<file path="src/hw/rtl/segment_range_coalescer_defines.svh">
// Assertion macros shared by the range coalescer modules.
`ifndef SEGMENT_RANGE_COALESCER_DEFINES_SVH
`define SEGMENT_RANGE_COALESCER_DEFINES_SVH

// Same-cycle implication, checked at every rising clock edge outside reset.
`define SRC_ASSERT_IMPL(lbl, ante, cons, msg) \
   lbl: assert property (@(posedge clock) disable iff (reset) (ante) |-> (cons)) \
      else $error(msg);

// Next-cycle implication.
`define SRC_ASSERT_NEXT(lbl, ante, cons, msg) \
   lbl: assert property (@(posedge clock) disable iff (reset) (ante) |=> (cons)) \
      else $error(msg);

`endif

</file>
<file path="src/hw/rtl/src_pkg.sv">
// Types, codes and helpers shared by the range coalescer modules.
package src_pkg;

   typedef enum logic [1:0] {
      STATUS_ADDED    = 2'd0,
      STATUS_EXTENDED = 2'd1,
      STATUS_MERGED   = 2'd2,
      STATUS_FULL     = 2'd3
   } status_type;

   typedef struct packed {
      logic        clear_first;
      logic        list_select;
      logic [31:0] segment_offset;
      logic [31:0] segment_size;
      logic [32:0] segment_end;
   } item_type;

   typedef struct packed {
      logic     valid;
      item_type item;
   } queue_type;

   typedef struct packed {
      logic [31:0] start;
      logic [31:0] length;
   } entry_type;

   localparam int EntryBits = $bits(entry_type);

   // A length that no longer fits in 32 bits is pinned at all ones.
   function automatic logic [31:0] sat_len(input logic [32:0] v);
      sat_len = v[32] ? 32'hFFFF_FFFF : v[31:0];
   endfunction

endpackage

</file>
<file path="src/hw/rtl/src_front.sv">
// Front end: takes request transactions, works out the segment end and queues them.
`include "segment_range_coalescer_defines.svh"

module src_front import src_pkg::*; (
   input  logic        clock,
   input  logic        reset,
   input  logic        req_valid,
   output logic        req_stall,
   input  logic        req_clear_first,
   input  logic        req_list_select,
   input  logic [31:0] req_segment_offset,
   input  logic [31:0] req_segment_size,
   output queue_type   queue_out,
   input  logic        queue_pop
);

   item_type   fifo_ff [2];
   logic       wr_ptr_ff;
   logic       rd_ptr_ff;
   logic [1:0] q_cnt_ff;
   logic       accept;
   item_type   new_item;

   assign req_stall = (q_cnt_ff == 2'd2);
   assign accept    = req_valid && !req_stall;

   always_comb begin
      new_item.clear_first    = req_clear_first;
      new_item.list_select    = req_list_select;
      new_item.segment_offset = req_segment_offset;
      new_item.segment_size   = req_segment_size;
      new_item.segment_end    = {1'b0, req_segment_offset} + {1'b0, req_segment_size};
   end

   assign queue_out.valid = (q_cnt_ff != 2'd0);
   assign queue_out.item  = fifo_ff[rd_ptr_ff];

   always_ff @(posedge clock) begin
      if (accept) begin
         fifo_ff[wr_ptr_ff] <= new_item;
      end
      if (reset) begin
         wr_ptr_ff <= 1'b0;
         rd_ptr_ff <= 1'b0;
         q_cnt_ff  <= 2'd0;
      end else begin
         if (accept) begin
            wr_ptr_ff <= !wr_ptr_ff;
         end
         if (queue_pop) begin
            rd_ptr_ff <= !rd_ptr_ff;
         end
         if (accept && !queue_pop) begin
            q_cnt_ff <= q_cnt_ff + 2'd1;
         end else if (!accept && queue_pop) begin
            q_cnt_ff <= q_cnt_ff - 2'd1;
         end
      end
   end

   `SRC_ASSERT_IMPL(a_pop_not_empty, queue_pop, q_cnt_ff != 2'd0, "pop from empty queue")
   `SRC_ASSERT_NEXT(a_full_stalls, (q_cnt_ff == 2'd2) && !queue_pop, req_stall, "full queue not stalling")

endmodule

</file>
<file path="config.mk">
export PLATFORM = sky130hd
export DESIGN_NAME = src_front
export DESIGN_NICKNAME = d
export VERILOG_FILES = /design/src/hw/rtl/src_pkg.sv /design/src/hw/rtl/src_front.sv
export VERILOG_INCLUDE_DIRS = /design/src /design/src/hw/rtl
export SDC_FILE = /design/constraint.sdc
export NUM_CORES = 1
export LEC_CHECK = 0
export BUFFER_PORTS_ARGS = -buffer_cell sky130_fd_sc_hd__buf_2
export CORE_MARGIN = 2
export CORE_UTILIZATION = 48
export CTS_CLUSTER_DIAMETER = 80
export CTS_CLUSTER_SIZE = 12
export DETAILED_ROUTE_END_ITERATION = 10
export GPL_ROUTABILITY_DRIVEN = 0
export MAX_ROUTING_LAYER = met4
export PLACE_DENSITY = 0.76
export SKIP_LAST_GASP = 1
export SLEW_MARGIN = 20
export SYNTH_ARGS = -nofsm -noshare
export SYNTH_HDL_FRONTEND = slang
export SYNTH_SLANG_ARGS = --single-unit
</file>
<file path="constraint.sdc">
create_clock -name clock -period 9.9 [get_ports clock]
set_input_delay 1.485 -clock clock [delete_from_list [all_inputs] [get_ports clock]]
set_output_delay 1.485 -clock clock [all_outputs]
set_load 0.02 [all_outputs]
</file>
==> qor.yml, run 1 <==
clock_network:
  clk_latency_ns: 0.48
  cts_resized: 0
  clockBufferDepth: 3
  cts_buffers: 20
  cts_tree: "built"
  post_cts_buffers: 0
  clk_pin_slew_ns: 0.06
  cts-hold-fix-buffers: 0
  h-tree-depth: 1
  clock_sinks: 203
  root_buffer: "clkbuf_16"
grt:
  grt_pass1_wl_um: 27700
  grt_antenna_before_repair: 0
  grt_max_degree: 52
  grt_overflow: 0
  grt_pass1_vias: 5518
  track_usage: 0.179
logic_synthesis:
  syn_nets: 675
  seq_area_frac_synth: 0.671
  yosys_register_bits: 203
  ys_types: 48
  ys_top_cells_by_area: "edfxtp_1 66%, mux2_2 12%, ha_1 4.6%"
  async_flop_share: 0
  syn_area_um2: 9010
  yosys_most_used_dff: "edfxtp_1"
  yosysTopAreaCellShare: 0.660
  synth_area_per_cell_um2: 15.8
  yosysWarnings: 0
  synthCells: 571
  synth-edff-count: 198
  synth_top_area_cell: "edfxtp_1"
detailed_routing:
  drt_iter0_drc: 358
  drc: 0
  vias: 5369
  avgRoutedWirePerCell_um: 17.8
  totalWireLength_um: 17700
  via_per_inst: 5.42
  dr.pass1.iters: 4
  postRouteAntennaNets: 0
critical_path:
  arrival_ns: 2.57
  worstPathRequired_ns: 8.42
  rr_worst_depth: 5
  critPathLaunchType: "flop"
  r2r-end: "fifo_ff[0][66]"
  worstReg2RegStart: "q_cnt_ff[0]"
  r2r_slack_ns: 7.39
  crit_path_end_kind: "output pin"
  worstPathMaxFanout: 51
  worstSetupPathType: "flop to output pin"
timing:
  layout_worst_path_cycle_share: 0.410
  hold_violations: 0
  fin_crit_ns: 4.06
  fmaxAchievable_ghz: 0.247
  tightestPinTransition_ns: 0.739
  rsz0062_at_grt: "no"
  relSlewSlack: 0.507
  drv_slew: 0
  clock_skew_ns: 0.00757
  setup_violations: 0
  tns_ns: 0
hold_path:
  hold_path_depth: 2
  hold_path_class: "flop to flop"
  min_to: "q_cnt_ff[1]"
  worstHoldStart: "q_cnt_ff[1]"
final_layout:
  drive_above_1_share: 0.413
  nets: 852
  syn_to_final_growth_pct: 18.6
  fillers: 1485
  mostFrequentLayoutCell: "edfxtp_1"
  final_cell_mix: "198 x edfxtp_1, 170 x buf_2, 99 x mux2_2"
  antenna_cells: 0
  multi_input_area_um2: 2870
  seqCellArea_um2: 6050
  final_core_util: 0.575
floorplan:
  core_um2: 18600
  num_rows: 50
  dieArea_um2: 19900
  start_util: 0.485
  ioPinCount: 171
  die_w_um: 141
  fp.dieH_um: 141
flow_run:
  maxCapViolations: 0
power_and_ir_drop:
  max-vdd-ir-drop_v: 0.000136
  p_leak_nw: 4.01
  finalPower_w: 0.00227
  power_density_nw_per_um2: 212
run_status:
  outcome: "finished clean"
place:
  io_buffers: 170
  dp_hpwl_um: 12100
==> where the power goes <==
part / switching [W] / internal, W
sequential: 0.0000314 / 0.00109
combinational: 0.000306 / 0.000180
clock: 0.000283 / 0.000385
==> critical path, stage by stage (launching register included) <==
cell and delay, ns:
dfxtp_4 0.76, buf_4 0.66, mux2_2 0.42, buf_2 0.16
==> sequential cells by signal (all words and copies together), names as in the netlist, named ones only <==
| name | count |
|---|---|
| fifo_ff | 198 |
| q_cnt_ff | 2 |
| rd_ptr_ff | 1 |
| wr_ptr_ff | 1 |
==> synthesized netlist by cell type, types with 4 or more instances <==
cell type,count
xor2_1,17
nand4_1,4
a31oi_1,7
nor2_1,21
clkbuf_1,15
a21o_1,7
o21ai_0,18
ha_1,33
inv_1,11
dfxtp_1,5
a21oi_1,28
nand3_1,8
o211ai_1,5
nand2_1,26
a211oi_1,4
o21a_1,6
edfxtp_1,198
xnor2_1,17
mux2_2,99
==> worst max-delay path by stage <==
stage	to	start
finish	queue_out[29]	flop
global route	queue_out[24]	flop
CTS	queue_out[24]	flop
detailed placement	fifo_ff[0][32]	req_segment_offset[0]
global placement	fifo_ff[0][32]	req_segment_offset[0]
floorplan	fifo_ff[0][0]	req_valid
==> per-layer routing <==
layer	global-route usage	wire length [um]	part of all wire	up-vias
li1	-	-	-	2558
met3	0.0343	946	0.054	28
met5	-	0	0	-
met4	0.0432	282	0.016	0
met2	0.306	8710	0.49	175
met1	0.223	7710	0.44	2608
==> final cells by class <==
class	instances	share of cell area
Tap cell	234	0.0274
Sequential cell	203	0.566
Multi-Input combinational cell	338	0.268
Clock buffer	30	0.0523
Inverter	11	0.00386
Timing Repair Buffer	174	0.0824
==> metrics by stage <==
step                      instance area (um^2)  std cells  setup WS [ns]  hold slack (ns)
after detailed placement                 10100        960           5.57            0.508
after floorplan                           9010        571           3.65            0.461
after global placement                   10100        960           5.66            0.477
final                                    10700        990           5.84            0.529
after CTS                                10700        990           5.79            0.524
after global routing                     10700        990           5.70            0.568
==> kinds of logic after synthesis <==
kind of cell | after synthesis | share of synthesized area
adders and majority gates | 34 | 0.0480
buffers and inverters | 30 | 0.0129
DFF | 203 | 0.671
and+or+nand+nor | 76 | 0.0397
xor gates and xnor gates | 34 | 0.0330
AOI/OAI and AO/OA | 95 | 0.0720
muxes | 99 | 0.124
Power figures use the tool's default switching activity.
==> run 2: changes to the inputs <==
--- a/config.mk
+++ b/config.mk
@@ -14,7 +14,7 @@
 export DETAILED_ROUTE_END_ITERATION = 10
 export GPL_ROUTABILITY_DRIVEN = 0
 export MAX_ROUTING_LAYER = met4
-export PLACE_DENSITY = 0.76
+export PLACE_DENSITY = 0.78
 export SKIP_LAST_GASP = 1
 export SLEW_MARGIN = 20
 export SYNTH_ARGS = -nofsm -noshare
==> constraint.sdc (replaced) <==
create_clock -name clock -period 3.65 [get_ports clock]
set_input_delay 0.5475 -clock clock [delete_from_list [all_inputs] [get_ports clock]]
set_output_delay 0.5475 -clock clock [all_outputs]
set_load 0.02 [all_outputs]
==> run 2 against run 1 <==
Effect of this change:
- clock skew down 0.0014 ns
- global-route usage up 0.68 points
- wire length increased by 3.7%
- via count grew 0.45%
- clock-buffer cell count stayed put
- clock power rose to 2.8 times the previous value
- total power grew to 2.7 times the previous value
- critical path depth is 7 higher
- critical endpoint is now fifo_ff[1][32]
- largest power group unchanged
==> qor.yml, run 2 (synthesis results as in run 1) <==
run_status:
  outcome: "finished clean"  # unchanged
final_layout:
  reg.largest.list: "fifo_ff (198), q_cnt_ff (2)"  # unchanged
  seqCellArea_um2: 6050  # unchanged
  drive_above_1_share: 0.413  # about the same
  max_flop_register: "fifo_ff"  # unchanged
  fillers: 1456  # was 1485
  antenna_cells: 0  # unchanged
  mostFrequentLayoutCell: "edfxtp_1"  # unchanged
  syn_to_final_growth_pct: 19.1  # was 18.6%
  multi_input_area_um2: 2870  # unchanged
  final_area_um2: 10700  # about the same
  final_cell_mix: "198 x edfxtp_1, 170 x buf_2, 99 x mux2_2"  # unchanged
  nets: 853  # was 852
  largest_reg_flops: 198  # unchanged
timing:
  drv_slew: 0  # unchanged
  clock_skew_ns: 0.00616  # was 0.00757 ns
  hold_violations: 0  # unchanged
  relSlewSlack: 0.506  # was 0.507
  setup_violations: 0  # unchanged
  layout_worst_path_cycle_share: 0.740
  tightestPinTransition_ns: 0.740  # was 0.739 ns
  fmaxAchievable_ghz: 0.370
  setup_ws_ns: 0.947  # was 5.84 ns
  fin_crit_ns: 2.70
  tns_ns: 0  # unchanged
  rsz0062_at_grt: "no"  # unchanged
floorplan:
  num_rows: 50  # unchanged
  die_w_um: 141  # unchanged
  core_um2: 18600  # unchanged
  fp.dieH_um: 141  # unchanged
  dieArea_um2: 19900  # unchanged
  start_util: 0.485  # unchanged
  ioPinCount: 171  # unchanged
critical_path:
  worstPathMaxFanout: 3  # was 51
  startpoint: "req_segment_offset[0]"
  critPathLaunchType: "input pin"  # was flop
  worstPathRequired_ns: 3.88  # was 8.42 ns
  rr_worst_depth: 3  # was 5
  r2r-end: "fifo_ff[1][1]"  # was fifo_ff[0][66]
  worstSetupPathType: "input pin to flop"  # was flop to output pin
  crit_end: "fifo_ff[1][32]"  # was queue_out[29]
  arrival_ns: 2.93  # was 2.57 ns
  crit_path_end_kind: "flop"  # was output pin
  worstReg2RegStart: "q_cnt_ff[0]"  # unchanged
  r2r_slack_ns: 1.62  # was 7.39 ns
detailed_routing:
  via_per_inst: 5.44  # was 5.42
  drt_iter0_drc: 415  # was 358
  vias: 5393  # was 5369
  totalWireLength_um: 18300  # was 17700 um
  postRouteAntennaNets: 0  # unchanged
  avgRoutedWirePerCell_um: 18.5  # was 17.8 um
  dr.pass1.iters: 5  # was 4
  drc: 0  # unchanged
clock_network:
  clockBufferDepth: 3  # unchanged
  h-tree-depth: 1  # unchanged
  cts-hold-fix-buffers: 0  # unchanged
  cts_buffers: 20  # unchanged
  cts_tree: "built"  # unchanged
  root_buffer: "clkbuf_16"  # unchanged
  clk_latency_ns: 0.49  # was 0.48 ns
  clk_pin_slew_ns: 0.06  # about the same
  cts_resized: 0  # unchanged
  clock_sinks: 203  # unchanged
  post_cts_buffers: 0  # unchanged
grt:
  grt_overflow: 0  # unchanged
  grt_max_degree: 100  # was 52
  grt_antenna_before_repair: 0  # unchanged
  grt_pass1_vias: 5758  # was 5518
  grt_pass1_wl_um: 28700  # was 27700 um
  track_usage: 0.186  # was 0.179
power_and_ir_drop:
  max-vdd-ir-drop_v: 0.000378  # was 0.000136 V
  p_leak_nw: 4.03  # was 4.01 nW
  power_density_nw_per_um2: 579  # was 212 nW/um^2
place:
  dp_hpwl_um: 12400  # was 12100 um
  io_buffers: 170  # unchanged
  dp_worst_setup_slack_ns: 0.420  # was 5.57 ns
  place_area_um2: 10200  # was 10100 um^2
hold_path:
  hold_path_class: "input pin to flop"  # was flop to flop
flow_run:
  maxCapViolations: 0  # unchanged
-- run 2: cell type report --
| class | count | share of cell area |
|---|---|---|
| Clock buffer | 30 | 0.0521 |
| Inverter | 11 | 0.00385 |
| Multi-Input combinational cell | 338 | 0.267 |
| Sequential cell | 203 | 0.564 |
| Tap cell | 234 | 0.0273 |
| Timing Repair Buffer | 175 | 0.0863 |
-- run 2: routing by layer --
metal | share of wire | GRT usage | wire (um) | up-vias
li1 | - | - | - | 2566
met4 | 0.021 | 0.0489 | 393 | 0
met2 | 0.51 | 0.327 | 9310 | 175
met5 | 0 | - | 0 | -
met3 | 0.049 | 0.0316 | 893 | 33
met1 | 0.42 | 0.224 | 7700 | 2619
-- run 2: critical path: stages --
cell and delay, ns:
buf_2 0.11, ha_1 0.23, fa_1 0.44, a21o_1 0.23
a221oi_2 0.27, or3_1 0.16, nand3_1 0.15, a31oi_2 0.25
a31oi_1 0.17, a221o_1 0.37
-- run 2: worst min-delay path by stage --
| stage | from | endpoint | slack (ns) | depth (start not counted) |
|---|---|---|---|---|
| after floorplan | q_cnt_ff[1] | q_cnt_ff[1] | 0.46 | 2 |
| after global placement | q_cnt_ff[1] | q_cnt_ff[1] | 0.48 | 2 |
| after detailed placement | q_cnt_ff[1] | q_cnt_ff[1] | 0.51 | 2 |
| after CTS | req_list_select | fifo_ff[1][97] | 0.23 | 1 |
| after global routing | req_list_select | fifo_ff[0][97] | 0.23 | 1 |
| final | req_list_select | fifo_ff[1][97] | 0.25 | 1 |
-- run 2: metrics by stage --
stage,std cells,hold WS [ns],power [W],utilization
after floorplan,571,0.461,0.00398,-
final,991,0.251,0.00621,0.578
after global placement,961,0.475,0.00437,0.548
after global routing,991,0.232,0.00646,0.578
after CTS,991,0.235,0.00627,0.578
after detailed placement,961,0.507,0.00443,0.548
-- run 2: power by group --
group	total, W	internal [W]	switching, W
Combinational	0.00135	0.000501	0.000853
Sequential	0.00302	0.00294	0.0000744
Clock	0.00184	0.00105	0.000798
